<file path="src/rtl/core/udp_frame_manchester_tx_top_defines.svh">
// Assertion macros for the UDP frame transmitter.
// The including module provides clk and rst_n.
`ifndef UDP_FRAME_MANCHESTER_TX_TOP_DEFINES_SVH
`define UDP_FRAME_MANCHESTER_TX_TOP_DEFINES_SVH

`ifndef ASSERT_OFF
`define UFM_ASSERT(name, prop) \
  name: assert property (@(posedge clk) disable iff (!rst_n) prop) \
    else $error("udp frame tx: property violated");
`define UFM_ASSERT_NEVER(name, cond) \
  name: assert property (@(posedge clk) disable iff (!rst_n) !(cond)) \
    else $error("udp frame tx: forbidden condition seen");
`else
`define UFM_ASSERT(name, prop)
`define UFM_ASSERT_NEVER(name, cond)
`endif

`endif

</file>
<file path="src/rtl/core/ufm_tx_pkg.sv">
package ufm_tx_pkg;

  localparam int CFG_IDX_W  = 3;
  localparam int CFG_DATA_W = 48;

  localparam logic [CFG_IDX_W-1:0] CFG_SOURCE_MAC      = 3'd0;
  localparam logic [CFG_IDX_W-1:0] CFG_SOURCE_IP       = 3'd1;
  localparam logic [CFG_IDX_W-1:0] CFG_DEST_IP         = 3'd2;
  localparam logic [CFG_IDX_W-1:0] CFG_SOURCE_UDP_PORT = 3'd3;
  localparam logic [CFG_IDX_W-1:0] CFG_DEST_UDP_PORT   = 3'd4;

  localparam logic [47:0] RST_SOURCE_MAC = 48'hE45F01000000;
  localparam logic [31:0] RST_SOURCE_IP  = 32'hC0A883B0;
  localparam logic [31:0] RST_DEST_IP    = 32'hC0A88370;
  localparam logic [15:0] RST_UDP_PORT   = 16'd1234;

  localparam logic [31:0] CRC_POLY   = 32'hEDB88320;
  localparam logic [31:0] CRC_INIT   = 32'hFFFFFFFF;
  localparam logic [31:0] IDLE_WORD  = 32'h00000AAA;
  localparam logic [7:0]  PREAMBLE   = 8'h55;
  localparam logic [7:0]  SFD        = 8'hD5;
  localparam logic [47:0] BCAST_MAC  = 48'hFFFFFFFFFFFF;
  localparam logic [15:0] ETHERTYPE_IPV4 = 16'h0800;
  localparam logic [7:0]  IP_VER_IHL = 8'h45;
  localparam logic [7:0]  IP_TOS     = 8'h00;
  localparam logic [7:0]  IP_TTL     = 8'h80;
  localparam logic [7:0]  IP_PROTO   = 8'h11;
  localparam logic [15:0] IP_HDR_OVH = 16'd28;
  localparam logic [15:0] UDP_HDR_OVH = 16'd8;

  localparam int HDR_W = 6;
  localparam logic [HDR_W-1:0] HDR_LAST      = 6'd49;
  localparam logic [HDR_W-1:0] HDR_CRC_START = 6'd8;

  typedef struct packed {
    logic [47:0] source_mac;
    logic [31:0] source_ip;
    logic [31:0] dest_ip;
    logic [15:0] source_udp_port;
    logic [15:0] dest_udp_port;
  } cfg_t;

  typedef struct packed {
    logic [10:0] len;
    logic [15:0] id;
    logic [15:0] csum;
  } hdr_fields_t;

  typedef enum logic [1:0] {
    PH_HDR,
    PH_DATA,
    PH_FCS,
    PH_IDLE
  } phase_t;

  function automatic logic [31:0] manchester(input logic [7:0] b);
    logic [31:0] w;
    w = '0;
    for (int k = 0; k < 8; k++) begin
      w[4*k +: 4] = b[k] ? 4'h9 : 4'h6;
    end
    return w;
  endfunction

endpackage

</file>
<file path="src/rtl/core/ufm_tx_if.sv">
interface ufm_in_if;
  logic        valid;
  logic        ready;
  logic [7:0]  payload_byte;
  logic [10:0] payload_length;

  modport source (output valid, output payload_byte, output payload_length, input ready);
  modport sink (input valid, input payload_byte, input payload_length, output ready);
endinterface

interface ufm_out_if;
  logic        valid;
  logic        ready;
  logic [31:0] line_word;
  logic [7:0]  frame_byte;
  logic        end_of_frame;

  modport source (output valid, output line_word, output frame_byte, output end_of_frame,
                  input ready);
  modport sink (input valid, input line_word, input frame_byte, input end_of_frame,
                output ready);
endinterface

interface ufm_cfg_if;
  logic                                valid;
  logic                                ready;
  logic [ufm_tx_pkg::CFG_IDX_W-1:0]    reg_index;
  logic [ufm_tx_pkg::CFG_DATA_W-1:0]   wr_data;

  modport source (output valid, output reg_index, output wr_data, input ready);
  modport sink (input valid, input reg_index, input wr_data, output ready);
endinterface

</file>
<file path="src/rtl/core/ufm_cfg_regs.sv">
module ufm_cfg_regs (
  input  logic              clk,
  input  logic              rst_n,
  ufm_cfg_if.sink           cfg_if,
  output ufm_tx_pkg::cfg_t  cfg_o
);

  ufm_tx_pkg::cfg_t cfg_r;

  assign cfg_if.ready = 1'b1;
  assign cfg_o        = cfg_r;

  always_ff @(posedge clk) begin
    if (!rst_n) begin
      cfg_r.source_mac      <= ufm_tx_pkg::RST_SOURCE_MAC;
      cfg_r.source_ip       <= ufm_tx_pkg::RST_SOURCE_IP;
      cfg_r.dest_ip         <= ufm_tx_pkg::RST_DEST_IP;
      cfg_r.source_udp_port <= ufm_tx_pkg::RST_UDP_PORT;
      cfg_r.dest_udp_port   <= ufm_tx_pkg::RST_UDP_PORT;
    end else if (cfg_if.valid && cfg_if.ready) begin
      unique case (cfg_if.reg_index)
        ufm_tx_pkg::CFG_SOURCE_MAC:      cfg_r.source_mac      <= cfg_if.wr_data;
        ufm_tx_pkg::CFG_SOURCE_IP:       cfg_r.source_ip       <= cfg_if.wr_data[31:0];
        ufm_tx_pkg::CFG_DEST_IP:         cfg_r.dest_ip         <= cfg_if.wr_data[31:0];
        ufm_tx_pkg::CFG_SOURCE_UDP_PORT: cfg_r.source_udp_port <= cfg_if.wr_data[15:0];
        ufm_tx_pkg::CFG_DEST_UDP_PORT:   cfg_r.dest_udp_port   <= cfg_if.wr_data[15:0];
        default: begin
          // drop writes to unmapped indexes
        end
      endcase
    end
  end

endmodule

</file>
<file path="src/rtl/core/ufm_hdr_gen.sv">
module ufm_hdr_gen (
  input  logic [ufm_tx_pkg::HDR_W-1:0] step,
  input  ufm_tx_pkg::cfg_t             cfg,
  input  ufm_tx_pkg::hdr_fields_t      fld,
  output logic [7:0]                   hdr_byte,
  output logic                         hdr_crc
);

  logic [15:0] total_len;
  logic [15:0] udp_len;

  assign udp_len   = {5'b0, fld.len} + ufm_tx_pkg::UDP_HDR_OVH;
  assign total_len = {5'b0, fld.len} + ufm_tx_pkg::IP_HDR_OVH;
  assign hdr_crc   = (step >= ufm_tx_pkg::HDR_CRC_START);

  always_comb begin
    unique case (step)
      6'd0, 6'd1, 6'd2, 6'd3, 6'd4, 6'd5, 6'd6: hdr_byte = ufm_tx_pkg::PREAMBLE;
      6'd7:  hdr_byte = ufm_tx_pkg::SFD;
      6'd8:  hdr_byte = ufm_tx_pkg::BCAST_MAC[47:40];
      6'd9:  hdr_byte = ufm_tx_pkg::BCAST_MAC[39:32];
      6'd10: hdr_byte = ufm_tx_pkg::BCAST_MAC[31:24];
      6'd11: hdr_byte = ufm_tx_pkg::BCAST_MAC[23:16];
      6'd12: hdr_byte = ufm_tx_pkg::BCAST_MAC[15:8];
      6'd13: hdr_byte = ufm_tx_pkg::BCAST_MAC[7:0];
      6'd14: hdr_byte = cfg.source_mac[47:40];
      6'd15: hdr_byte = cfg.source_mac[39:32];
      6'd16: hdr_byte = cfg.source_mac[31:24];
      6'd17: hdr_byte = cfg.source_mac[23:16];
      6'd18: hdr_byte = cfg.source_mac[15:8];
      6'd19: hdr_byte = cfg.source_mac[7:0];
      6'd20: hdr_byte = ufm_tx_pkg::ETHERTYPE_IPV4[15:8];
      6'd21: hdr_byte = ufm_tx_pkg::ETHERTYPE_IPV4[7:0];
      6'd22: hdr_byte = ufm_tx_pkg::IP_VER_IHL;
      6'd23: hdr_byte = ufm_tx_pkg::IP_TOS;
      6'd24: hdr_byte = total_len[15:8];
      6'd25: hdr_byte = total_len[7:0];
      6'd26: hdr_byte = fld.id[15:8];
      6'd27: hdr_byte = fld.id[7:0];
      6'd30: hdr_byte = ufm_tx_pkg::IP_TTL;
      6'd31: hdr_byte = ufm_tx_pkg::IP_PROTO;
      6'd32: hdr_byte = fld.csum[15:8];
      6'd33: hdr_byte = fld.csum[7:0];
      6'd34: hdr_byte = cfg.source_ip[31:24];
      6'd35: hdr_byte = cfg.source_ip[23:16];
      6'd36: hdr_byte = cfg.source_ip[15:8];
      6'd37: hdr_byte = cfg.source_ip[7:0];
      6'd38: hdr_byte = cfg.dest_ip[31:24];
      6'd39: hdr_byte = cfg.dest_ip[23:16];
      6'd40: hdr_byte = cfg.dest_ip[15:8];
      6'd41: hdr_byte = cfg.dest_ip[7:0];
      6'd42: hdr_byte = cfg.source_udp_port[15:8];
      6'd43: hdr_byte = cfg.source_udp_port[7:0];
      6'd44: hdr_byte = cfg.dest_udp_port[15:8];
      6'd45: hdr_byte = cfg.dest_udp_port[7:0];
      6'd46: hdr_byte = udp_len[15:8];
      6'd47: hdr_byte = udp_len[7:0];
      // flags/fragment and UDP checksum are zero
      default: hdr_byte = 8'h00;
    endcase
  end

endmodule

</file>
<file path="src/rtl/core/ufm_crc_byte.sv">
module ufm_crc_byte (
  input  logic [31:0] crc_i,
  input  logic [7:0]  data_i,
  output logic [31:0] crc_o
);

  always_comb begin
    logic [31:0] c;
    c = crc_i ^ {24'b0, data_i};
    for (int k = 0; k < 8; k++) begin
      c = c[0] ? ((c >> 1) ^ ufm_tx_pkg::CRC_POLY) : (c >> 1);
    end
    crc_o = c;
  end

endmodule

</file>
<file path="src/rtl/core/udp_frame_manchester_tx_top.sv">
// Broadcast Ethernet II / IPv4 / UDP frame transmitter with Manchester line words.
// in_if   : one UDP payload byte per word; payload_length is sampled on the first
//           byte of each frame (0 is taken as 1, above MAX_PAYLOAD as MAX_PAYLOAD).
// out_if  : one 32-bit Manchester line word per frame byte, with the raw byte, and
//           a closing idle word (0xAAA) flagged by end_of_frame.
// cfg_if  : register writes (MAC, IPs, UDP ports), always ready; write only while
//           no frame is in progress.
// Timing  : every word is registered in the output word register; the first word of a
//           frame is encoded once its first payload byte has been taken in.
// Throughput: payload bytes stream at one word per cycle while out_if.ready is high. The first
//           byte of a frame occupies the encoder for 51 words (50 header words plus the byte), the
//           last byte for 6 words (byte, four FCS words, idle word); in_if.ready is
//           low for the rest of those bursts. The single output word register sets
//           the one-word-per-cycle limit.
// Reset   : synchronous, active low; clears the datagram identifier, the frame state
//           and the output valid flag, presets the CRC, and restores the config defaults.
// Stall   : while out_if.ready is low the pending word holds and the encoder stops;
//           the next payload byte is still taken once the current one is finished.
`include "udp_frame_manchester_tx_top_defines.svh"

module udp_frame_manchester_tx_top #(
  parameter int MAX_PAYLOAD = 1472
) (
  input  logic       clk,
  input  logic       rst_n,
  ufm_in_if.sink     in_if,
  ufm_out_if.source  out_if,
  ufm_cfg_if.sink    cfg_if
);

  localparam logic [10:0] MAX_LEN = 11'(MAX_PAYLOAD);

  ufm_tx_pkg::cfg_t        cfg;
  ufm_tx_pkg::hdr_fields_t hdr_fld;
  ufm_tx_pkg::phase_t      phase_r, phase_nxt;

  logic                         work_vld_r;
  logic [ufm_tx_pkg::HDR_W-1:0] step_r, step_nxt;
  logic [7:0]                   byte_r;
  logic [10:0]                  len_r;
  logic [10:0]                  remain_r;
  logic [15:0]                  id_r;
  logic [31:0]                  crc_r;
  logic [31:0]                  crc_nxt;
  logic                         in_frame_r;
  logic [19:0]                  sum_r;
  logic [15:0]                  csum_r;

  logic                         out_vld_r;
  logic [31:0]                  out_word_r;
  logic [7:0]                   out_byte_r;
  logic                         out_eof_r;

  logic [7:0]  hdr_byte;
  logic        hdr_crc;
  logic [7:0]  cur_byte;
  logic        cur_crc_en;
  logic        cur_idle;
  logic        last_word;
  logic        adv;
  logic        fin;
  logic        accept;
  logic        in_frame_after;
  logic        new_frame;
  logic [10:0] len_clamped;
  logic [31:0] fcs;
  logic [15:0] total_len;
  logic [16:0] fold1;
  logic [16:0] fold2;

  ufm_cfg_regs u_cfg (
    .clk    (clk),
    .rst_n  (rst_n),
    .cfg_if (cfg_if),
    .cfg_o  (cfg)
  );

  assign hdr_fld.len  = len_r;
  assign hdr_fld.id   = id_r;
  assign hdr_fld.csum = csum_r;

  ufm_hdr_gen u_hdr (
    .step     (step_r),
    .cfg      (cfg),
    .fld      (hdr_fld),
    .hdr_byte (hdr_byte),
    .hdr_crc  (hdr_crc)
  );

  ufm_crc_byte u_crc (
    .crc_i  (crc_r),
    .data_i (cur_byte),
    .crc_o  (crc_nxt)
  );

  assign fcs = ~crc_r;

  // Word produced by the current phase
  always_comb begin
    cur_byte   = 8'h00;
    cur_crc_en = 1'b0;
    cur_idle   = 1'b0;
    last_word  = 1'b0;
    unique case (phase_r)
      ufm_tx_pkg::PH_HDR: begin
        cur_byte   = hdr_byte;
        cur_crc_en = hdr_crc;
      end
      ufm_tx_pkg::PH_DATA: begin
        cur_byte   = byte_r;
        cur_crc_en = 1'b1;
        last_word  = (remain_r != 11'd1);
      end
      ufm_tx_pkg::PH_FCS: begin
        unique case (step_r[1:0])
          2'd0: cur_byte = fcs[7:0];
          2'd1: cur_byte = fcs[15:8];
          2'd2: cur_byte = fcs[23:16];
          2'd3: cur_byte = fcs[31:24];
        endcase
      end
      ufm_tx_pkg::PH_IDLE: begin
        cur_idle  = 1'b1;
        last_word = 1'b1;
      end
    endcase
  end

  // Next phase and step
  always_comb begin
    phase_nxt = phase_r;
    step_nxt  = step_r;
    unique case (phase_r)
      ufm_tx_pkg::PH_HDR: begin
        if (step_r == ufm_tx_pkg::HDR_LAST) begin
          phase_nxt = ufm_tx_pkg::PH_DATA;
          step_nxt  = '0;
        end else begin
          step_nxt = step_r + 6'd1;
        end
      end
      ufm_tx_pkg::PH_DATA: begin
        if (remain_r == 11'd1) begin
          phase_nxt = ufm_tx_pkg::PH_FCS;
          step_nxt  = '0;
        end
      end
      ufm_tx_pkg::PH_FCS: begin
        if (step_r[1:0] == 2'd3) begin
          phase_nxt = ufm_tx_pkg::PH_IDLE;
        end else begin
          step_nxt = step_r + 6'd1;
        end
      end
      ufm_tx_pkg::PH_IDLE: begin
        phase_nxt = phase_r;
      end
    endcase
  end

  assign adv    = work_vld_r && (!out_vld_r || out_if.ready);
  assign fin    = adv && last_word;
  assign in_if.ready = !work_vld_r || fin;
  assign accept = in_if.valid && in_if.ready;

  // The closing idle word ends the frame in the same cycle a new byte may arrive
  assign in_frame_after = (fin && (phase_r == ufm_tx_pkg::PH_IDLE)) ? 1'b0 : in_frame_r;
  assign new_frame      = accept && !in_frame_after;

  always_comb begin
    priority if (in_if.payload_length == 11'd0) begin
      len_clamped = 11'd1;
    end else if (in_if.payload_length > MAX_LEN) begin
      len_clamped = MAX_LEN;
    end else begin
      len_clamped = in_if.payload_length;
    end
  end

  always_ff @(posedge clk) begin
    if (!rst_n) begin
      work_vld_r <= 1'b0;
      phase_r    <= ufm_tx_pkg::PH_HDR;
      step_r     <= '0;
      remain_r   <= '0;
      id_r       <= '0;
      crc_r      <= ufm_tx_pkg::CRC_INIT;
      in_frame_r <= 1'b0;
      out_vld_r  <= 1'b0;
    end else begin
      if (accept) begin
        work_vld_r <= 1'b1;
      end else if (fin) begin
        work_vld_r <= 1'b0;
      end
      if (accept) begin
        step_r  <= '0;
        phase_r <= new_frame ? ufm_tx_pkg::PH_HDR : ufm_tx_pkg::PH_DATA;
      end else if (adv) begin
        phase_r <= phase_nxt;
        step_r  <= step_nxt;
      end
      if (new_frame) begin
        id_r       <= id_r + 16'd1;
        crc_r      <= ufm_tx_pkg::CRC_INIT;
        remain_r   <= len_clamped;
        in_frame_r <= 1'b1;
      end else if (adv) begin
        if (cur_crc_en) begin
          crc_r <= crc_nxt;
        end
        if (phase_r == ufm_tx_pkg::PH_DATA) begin
          remain_r <= remain_r - 11'd1;
        end
        if (phase_r == ufm_tx_pkg::PH_IDLE) begin
          in_frame_r <= 1'b0;
        end
      end
      if (adv) begin
        out_vld_r <= 1'b1;
      end else if (out_if.ready) begin
        out_vld_r <= 1'b0;
      end
    end
  end

  // IPv4 header checksum: sum during the first preamble word, fold during the second
  assign total_len = {5'b0, len_r} + ufm_tx_pkg::IP_HDR_OVH;
  assign fold1     = {1'b0, sum_r[15:0]} + {13'b0, sum_r[19:16]};
  assign fold2     = {1'b0, fold1[15:0]} + {16'b0, fold1[16]};

  always_ff @(posedge clk) begin
    if (accept) begin
      byte_r <= in_if.payload_byte;
    end
    if (new_frame) begin
      len_r <= len_clamped;
    end
    if (phase_r == ufm_tx_pkg::PH_HDR && step_r == 6'd0) begin
      sum_r <= 20'(16'h4500) + 20'(total_len) + 20'(id_r) + 20'(16'h8011)
             + 20'(cfg.source_ip[31:16]) + 20'(cfg.source_ip[15:0])
             + 20'(cfg.dest_ip[31:16]) + 20'(cfg.dest_ip[15:0]);
    end
    if (phase_r == ufm_tx_pkg::PH_HDR && step_r == 6'd1) begin
      csum_r <= ~fold2[15:0];
    end
    if (adv) begin
      out_word_r <= cur_idle ? ufm_tx_pkg::IDLE_WORD : ufm_tx_pkg::manchester(cur_byte);
      out_byte_r <= cur_byte;
      out_eof_r  <= cur_idle;
    end
  end

  assign out_if.valid        = out_vld_r;
  assign out_if.line_word    = out_word_r;
  assign out_if.frame_byte   = out_byte_r;
  assign out_if.end_of_frame = out_eof_r;

  `UFM_ASSERT(a_eof_is_idle, out_vld_r && out_eof_r |-> out_word_r == ufm_tx_pkg::IDLE_WORD && out_byte_r == 8'h00)
  `UFM_ASSERT_NEVER(a_idle_without_eof, out_vld_r && !out_eof_r && out_word_r == ufm_tx_pkg::IDLE_WORD)
  `UFM_ASSERT(a_id_advances, new_frame |=> id_r == $past(id_r) + 16'd1)
  `UFM_ASSERT_NEVER(a_data_underrun, work_vld_r && phase_r == ufm_tx_pkg::PH_DATA && remain_r == 11'd0)

endmodule

</file>
<file path="src/flat_wrapper.sv">
// flat-port wrapper written by rule: the top's interface ports become plain ports
module udp_frame_manchester_tx_top_flat 
#(
  parameter int MAX_PAYLOAD = 1472
)
  (clk, rst_n, in_if_valid, in_if_payload_byte, in_if_payload_length, in_if_ready, out_if_valid, out_if_line_word, out_if_frame_byte, out_if_end_of_frame, out_if_ready, cfg_if_valid, cfg_if_reg_index, cfg_if_wr_data, cfg_if_ready);
  ufm_in_if in_if_i ();
  ufm_out_if out_if_i ();
  ufm_cfg_if cfg_if_i ();
  input  logic clk;
  input  logic rst_n;
  input wire logic [$bits(in_if_i.valid)-1:0] in_if_valid;
  input wire logic [$bits(in_if_i.payload_byte)-1:0] in_if_payload_byte;
  input wire logic [$bits(in_if_i.payload_length)-1:0] in_if_payload_length;
  output wire logic [$bits(in_if_i.ready)-1:0] in_if_ready;
  output wire logic [$bits(out_if_i.valid)-1:0] out_if_valid;
  output wire logic [$bits(out_if_i.line_word)-1:0] out_if_line_word;
  output wire logic [$bits(out_if_i.frame_byte)-1:0] out_if_frame_byte;
  output wire logic [$bits(out_if_i.end_of_frame)-1:0] out_if_end_of_frame;
  input wire logic [$bits(out_if_i.ready)-1:0] out_if_ready;
  input wire logic [$bits(cfg_if_i.valid)-1:0] cfg_if_valid;
  input wire logic [$bits(cfg_if_i.reg_index)-1:0] cfg_if_reg_index;
  input wire logic [$bits(cfg_if_i.wr_data)-1:0] cfg_if_wr_data;
  output wire logic [$bits(cfg_if_i.ready)-1:0] cfg_if_ready;
  assign in_if_i.valid = in_if_valid;
  assign in_if_i.payload_byte = in_if_payload_byte;
  assign in_if_i.payload_length = in_if_payload_length;
  assign in_if_ready = in_if_i.ready;
  assign out_if_valid = out_if_i.valid;
  assign out_if_line_word = out_if_i.line_word;
  assign out_if_frame_byte = out_if_i.frame_byte;
  assign out_if_end_of_frame = out_if_i.end_of_frame;
  assign out_if_i.ready = out_if_ready;
  assign cfg_if_i.valid = cfg_if_valid;
  assign cfg_if_i.reg_index = cfg_if_reg_index;
  assign cfg_if_i.wr_data = cfg_if_wr_data;
  assign cfg_if_ready = cfg_if_i.ready;
  udp_frame_manchester_tx_top #(.MAX_PAYLOAD(MAX_PAYLOAD)) u_core (.clk(clk), .rst_n(rst_n), .in_if(in_if_i), .out_if(out_if_i), .cfg_if(cfg_if_i));
endmodule
</file>
<file path="config.mk">
export PLATFORM = sky130hd
export DESIGN_NAME = udp_frame_manchester_tx_top_flat
export DESIGN_NICKNAME = d
export VERILOG_FILES = /design/src/rtl/core/ufm_tx_pkg.sv /design/src/rtl/core/ufm_tx_if.sv /design/src/rtl/core/ufm_cfg_regs.sv /design/src/rtl/core/ufm_hdr_gen.sv /design/src/rtl/core/ufm_crc_byte.sv /design/src/rtl/core/udp_frame_manchester_tx_top.sv /design/src/flat_wrapper.sv
export VERILOG_INCLUDE_DIRS = /design/src /design/src/rtl/core
export SDC_FILE = /design/constraint.sdc
export NUM_CORES = 1
export LEC_CHECK = 0
export CAP_MARGIN = 10
export CORE_ASPECT_RATIO = 2
export CORE_MARGIN = 1.5
export CORE_UTILIZATION = 25
export CTS_BUF_LIST = sky130_fd_sc_hd__clkbuf_16
export DETAILED_ROUTE_END_ITERATION = 12
export DONT_BUFFER_PORTS = 1
export PLACE_DENSITY = 0.42
export SYNTH_ARGS = -nofsm -noshare
export SYNTH_HDL_FRONTEND = slang
export SYNTH_SLANG_ARGS = --single-unit
</file>
<file path="constraint.sdc">
create_clock -name clk -period 5.9 [get_ports clk]
set_input_delay 1.18 -clock clk [delete_from_list [all_inputs] [get_ports clk]]
set_output_delay 1.18 -clock clk [all_outputs]
set_load 0.005 [all_outputs]
</file>
# Word-level counts from Yosys, hierarchy flattened
# Index checks and enable logic that the tools add are counted.
[op_classes]
add_sub_neg = 14
n_lt_le_gt_ge = 2
eq_ne = 62
mux = 46
n_bitwise = 12
n_reduce_logical = 38
[ops]
columns = ["op", "n"]
rows = [
  ["$pmux W8 S33", 1],
  ["$mux W32", 8],
  ["$not A13 Y14", 8],
  ["$eq A6 B6 Y1 const B", 17],
  ["$add A20 B16 Y20", 5],
  ["$eq A6 B5 Y1 const B", 12],
  ["$mux W11", 5],
  ["$eq A6 B4 Y1 const B", 8],
  ["$mux W4", 8],
  ["$not A32 Y32", 1],
  ["$pmux W8 S4", 1],
  ["$xor A32 B8 Y32", 1],
  ["$eq A6 B3 Y1 const B", 4],
  ["$pmux W8 S3", 1],
  ["$add A20 B16 Y20 const B", 1],
  ["$mux W6", 3],
  ["$pmux W6 S3", 1],
  ["$add A15 B16 Y17 const A", 1],
  ["$add A16 B4 Y17", 1],
  ["$add A16 B1 Y16", 1],
  ["$add A16 B1 Y16 const B", 1],
  ["$not A16 Y16", 1],
  ["$reduce_and A2 Y1", 8],
  ["$add A11 B4 Y12 const B", 1],
  ["other kinds (36)", 75],
]
[totals]
regBits = 310
in_bits = 75
wordCells = 194

# Logic depth before layout (Yosys ltp)
[logic_depth]
depth_word = 21
mapped_depth = 24
ltp_nobuf = 23

# Modules after synthesis
# From an unflattened synthesis, not the netlist that was laid out.
[unflattened]
hier_cells = 1941
area_unflattened_um2 = 18469.0
[modules_own_cells]
columns = ["module", "n_inst", "cells_per_inst", "area_per_inst_um2"]
rows = [
  ["udp_frame_manchester_tx_top", 1, 994, 9696.8],
  ["ufm_cfg_regs", 1, 542, 5584.1],
  ["ufm_hdr_gen", 1, 341, 2185.8],
  ["ufm_crc_byte", 1, 64, 1002.2],
]

# Worst setup path before layout
# OpenSTA, ideal clock, no wires.
[synth_timing]
path_type = "flip-flop to flip-flop"
startpoint = "register u_core.len_r[2]"
endpoint = "register u_core.sum_r[16] (data pin)"
setup_time_ps = 273
t_arrival_ps = 4980
required_time_ps = 5627
slack_ps = 648
path_stages_with_launch = 23
path_cell_list = "edfxtp_1 -> inv_1 -> ha_1 -> nand2b_1 -> and2_1 -> clkbuf_1 -> nand3_1 -> xnor2_1 -> ha_1 -> xnor2_1 -> xnor2_1 -> fa_1 -> inv_1 -> fa_1 -> fa_1 -> inv_1 -> ha_1 -> ha_1 -> nand2_1 -> o21ai_0 -> a41oi_1 -> a211oi_1 -> xor2_1"
[synth_between]
elab_chain_len = 8
[synth_rtl]
columns = ["element", "line", "rtl"]
rows = [
  ["from (decl)", "udp_frame_manchester_tx_top.sv:40", "logic [10:0] len_r;"],
  ["from (signal assigned)", "udp_frame_manchester_tx_top.sv:237", "len_r <= len_clamped;"],
  ["$add A11 B5 Y12", "udp_frame_manchester_tx_top.sv:228", "assign total_len = {5'b0, len_r} + ufm_tx_pkg::IP_HDR_OVH;"],
  ["$add A15 B16 Y17", "udp_frame_manchester_tx_top.sv:240", "sum_r <= 20'(16'h4500) + 20'(total_len) + 20'(id_r) + 20'(16'h8011)"],
  ["$add A20 B16 Y20 (2 in a row)", "udp_frame_manchester_tx_top.sv:240", ""],
  ["$add A20 B16 Y20 (2 in a row)", "udp_frame_manchester_tx_top.sv:241", "+ 20'(cfg.source_ip[31:16]) + 20'(cfg.source_ip[15:0])"],
  ["$add A20 B16 Y20 (2 in a row)", "udp_frame_manchester_tx_top.sv:242", "+ 20'(cfg.dest_ip[31:16]) + 20'(cfg.dest_ip[15:0]);"],
  ["to (signal assigned)", "udp_frame_manchester_tx_top.sv:240", ""],
  ["to (decl)", "udp_frame_manchester_tx_top.sv:46", "logic [19:0] sum_r;"],
]
# Every way passes these cells.
# A chain may end at the register's enable or synchronous reset.

# Worst setup path after layout
[layout_timing]
startpoint = "register u_core.len_r[3]"
endpoint = "register u_core.sum_r[16] (data pin)"
# Same word-level chain as after synthesis.

==> flow_metrics.env <==
export IMPL_syn_area_mm2=0.01797
export IMPL_final_cell_count_no_fill=2914
export IMPL_critPathArrivalTime_ps=5820
export IMPL_synth_simple_gate_area_share_pct=21.53
export IMPL_numCtsBuffers=31
export IMPL_worst_pin_slew_ps=1217
export IMPL_avgSynthCellArea_um2=8.948
export IMPL_antenna_found_initial=2
export IMPL_die_area_mm2=0.07359
export IMPL_slew_headroom_pct=18.86
export IMPL_n_fill_cell=7523
export IMPL_placed_cells_incl_taps=2852
export IMPL_seq_area_frac_synth_pct=38.05
export IMPL_port_buffers=0
export IMPL_required_ps=6280
export IMPL_synth_area_leaders="dfxtp_1, edfxtp_1, nand2_1"
export IMPL_status="finished, final reports clean"
export IMPL_synthCells=2008
export IMPL_grt_pass1_vias=15420
export IMPL_via_count=14930
export IMPL_yosys_area_top_type="dfxtp_1"
export IMPL_routabilityCongestion=0.9553
export IMPL_synth_edf_count=85
export IMPL_yosysTopAreaCellShare_pct=23.84
export IMPL_slew_violations=0
export IMPL_setup_viol_count_final=0
export IMPL_synth_seq_cells=299
export IMPL_synth_async_reset_ratio_pct=0
export IMPL_cp_max_fo=6
export IMPL_die_w_um=192.6
export IMPL_die_height_um=382.1
export IMPL_post_route_drc_count=0
export IMPL_synth_fa_ha_area_share_pct=10.82
export IMPL_clockBufferDepth=3
export IMPL_drt_initial_drc_count=1017
export IMPL_overflow=0
export IMPL_core_mm2=0.07097
export IMPL_htreeDepth=1
export IMPL_hpwlAfterDp_um=62430
export IMPL_syn_nets=2203
export IMPL_clock_latency_ps=640
export IMPL_ctsHoldBuffers=0
export IMPL_cts_tree="done"
export IMPL_grt_setup_unrepaired="false"
export IMPL_synth_area_mux_share_pct=0.7033
export IMPL_hold_path_class="flip-flop to flip-flop"
export IMPL_synth_xor_area_share_pct=7.493
export IMPL_nets=2171
export IMPL_finalClockSkew_ps=24.87
export IMPL_clk_pin_slew_ps=70
export IMPL_critPathLaunchType="flip-flop"
export IMPL_grt_max_degree=178
export IMPL_hold_violations=0
export IMPL_worstSetupPathType="flip-flop to flip-flop"
export IMPL_initial_core_util_pct=25.32
export IMPL_dr_pass1_iters=5
export IMPL_p_leak_uw=0.007749
export IMPL_max_cap_violations=0
export IMPL_ant_nets=0
export IMPL_grt_first_pass_wirelength_um=113600
export IMPL_fin_setup_tns_ps=0
export IMPL_fin_crit_sh_pct=92.27
export IMPL_yosys_warnings=0
export IMPL_numClockSinks=299
export IMPL_synthFlopType="dfxtp_1"
export IMPL_placed_cell_area_mm2=0.01906
export IMPL_synth_cell_types=90
export IMPL_synth_top_family_by_area="simple AND/OR/NAND/NOR gates"
export IMPL_postLayoutCellArea_mm2=0.02011
export IMPL_ir_drop_uv=301.1
export IMPL_synthToLayoutAreaGrowth_pct=11.92
export IMPL_post_route_min_period_ps=5444
export IMPL_rows=138
export IMPL_drt_vias_per_instance=5.124
export IMPL_powerDensity_mw_per_mm2=308.3
export IMPL_max_freq_mhz=183.7
export IMPL_drive_gt1_share_pct=7.546
export IMPL_synth_compound_area_share_pct=15.26
export IMPL_grtUsageTotal_pct=22.01
export IMPL_io_pins=119
export IMPL_routed_wl_um=80130
export IMPL_setup_worst_path_end_class="flip-flop"
export IMPL_avgRoutedWirePerCell_um=27.50
export IMPL_root_buffer="clkbuf_16"
-- critical path, stage by stage, from the launching register on --
cell	delay, ps
edfxtp_1	420
inv_1	100
ha_1	220
nand2b_1	90
and2_2	220
nand3_1	140
xnor2_2	210
ha_1	260
xnor2_1	140
xnor2_1	160
fa_1	490
inv_1	60
fa_1	500
fa_1	540
inv_1	40
ha_1	280
ha_1	350
nand2_1	90
o21ai_0	230
a41oi_1	180
a211oi_1	340
xor2_1	110
-- layout make-up --
type / count / area [µm²] / share of cell area (%)
timing repair buffer: 68 / 510.5 / 2.538
sequential: 299 / 6837 / 33.99
inverter: 132 / 495.5 / 2.464
tap: 910 / 1139 / 5.662
clock inverter: 27 / 255.2 / 1.269
antenna: 3 / 7.507 / 0.03733
clock buffer: 31 / 775.7 / 3.857
multi-input combinational: 1444 / 10090 / 50.18
-- cells in the final DEF, fill, tap and decap left out, drive strengths merged, types with 23 or more instances in the layout --
master  Yosys  layout
nand3     129     129
nor2       66      66
xor2       50      50
fa         59      59
and2       39      39
nand2     384     384
dfxtp     214     214
buf        35      68
inv       131     138
edfxtp     85      85
nand4      23      23
xnor2      82      82
o211ai     36      36
o21ai      33      33
nor3       31      31
and3       36      36
clkbuf     98      31
ha         61      61
a21oi      46      46
a21boi    104     104
-- power breakdown --
part	switching, µW	total (µW)	leakage, µW	internal [µW]
registers	173	2510	0.00254	2340
logic	903	1590	0.00471	689
clock network	958	2100	0.000504	1140
-- what timing repair did --
item / in CTS / in global routing
gates resized for setup: 0 / 2
setup buffers: 0 / 1
endpoints found under the setup margin: 0 / 3
-- per-stage QoR --
stage | total power, µW | worst slack [ps] | utilization [%] | hold slack [ps]
final | 6200 | 456.3 | 28.34 | 466.8
after CTS | 6273 | 225.7 | 28.30 | 468.2
after detailed placement | 4168 | 273.5 | 26.85 | 450.8
after global routing | 6519 | 41.07 | 28.33 | 495.0
after global placement | 4159 | 273.9 | 26.85 | 453.3
after floorplan | 3654 | 647.7 | - | 432.3
-- layer usage --
metal	routed length (µm)	global-route usage (%)	vias to the layer above
li1	-	-	6874
met2	40990	39.12	538
met4	9502	22.01	4
met5	24	0	-
met1	25370	20.30	7277
met3	4246	4.153	237
-- state kept, by name, indices dropped and copies added, names as in the netlist, 8 cells and up --
| name | flops |
|---|---|
| u_core.remain_r | 11 |
| u_core.u_cfg.cfg_o | 144 |
| u_core.out_if.frame_byte | 8 |
| u_core.out_if.line_word | 22 |
| u_core.crc_r | 32 |
| u_core.id_r | 16 |
| u_core.csum_r | 16 |
| u_core.len_r | 11 |
| u_core.sum_r | 19 |
| u_core.byte_r | 8 |
-- cell usage after synthesis (all sizes together), types with 39 or more instances --
cell	n
a21oi	46
nor2	66
nand2	384
ha	61
a21boi	104
clkbuf	98
and2	39
xnor2	82
nand3	129
inv	131
xor2	50
dfxtp	214
edfxtp	85
fa	59
-- path summary, 6_finish.rpt --
path                            cells after the start  slack (ps)                                   end                                 start
worst min-delay path                                2         470  u_core.u_cfg.cfg_o[121]$_SDFFE_PN0P_  u_core.u_cfg.cfg_o[121]$_SDFFE_PN0P_
worst max-delay path                               21         460            u_core.sum_r[16]$_DFFE_PP_             u_core.len_r[3]$_DFFE_PP_
worst min register to register                      2         470  u_core.u_cfg.cfg_o[121]$_SDFFE_PN0P_  u_core.u_cfg.cfg_o[121]$_SDFFE_PN0P_
worst max register to register                     21         460            u_core.sum_r[16]$_DFFE_PP_             u_core.len_r[3]$_DFFE_PP_
-- logic make-up after synthesis --
logic type	after synthesis
multiplexers	12
XOR/XNOR	139
AND/OR/NAND/NOR	808
AO/OA/AOI/OAI	364
buffers and inverters	265
adder cells (fa/ha/maj)	120
flip-flops	299
other	1
Power figures use the tool's default switching activity.
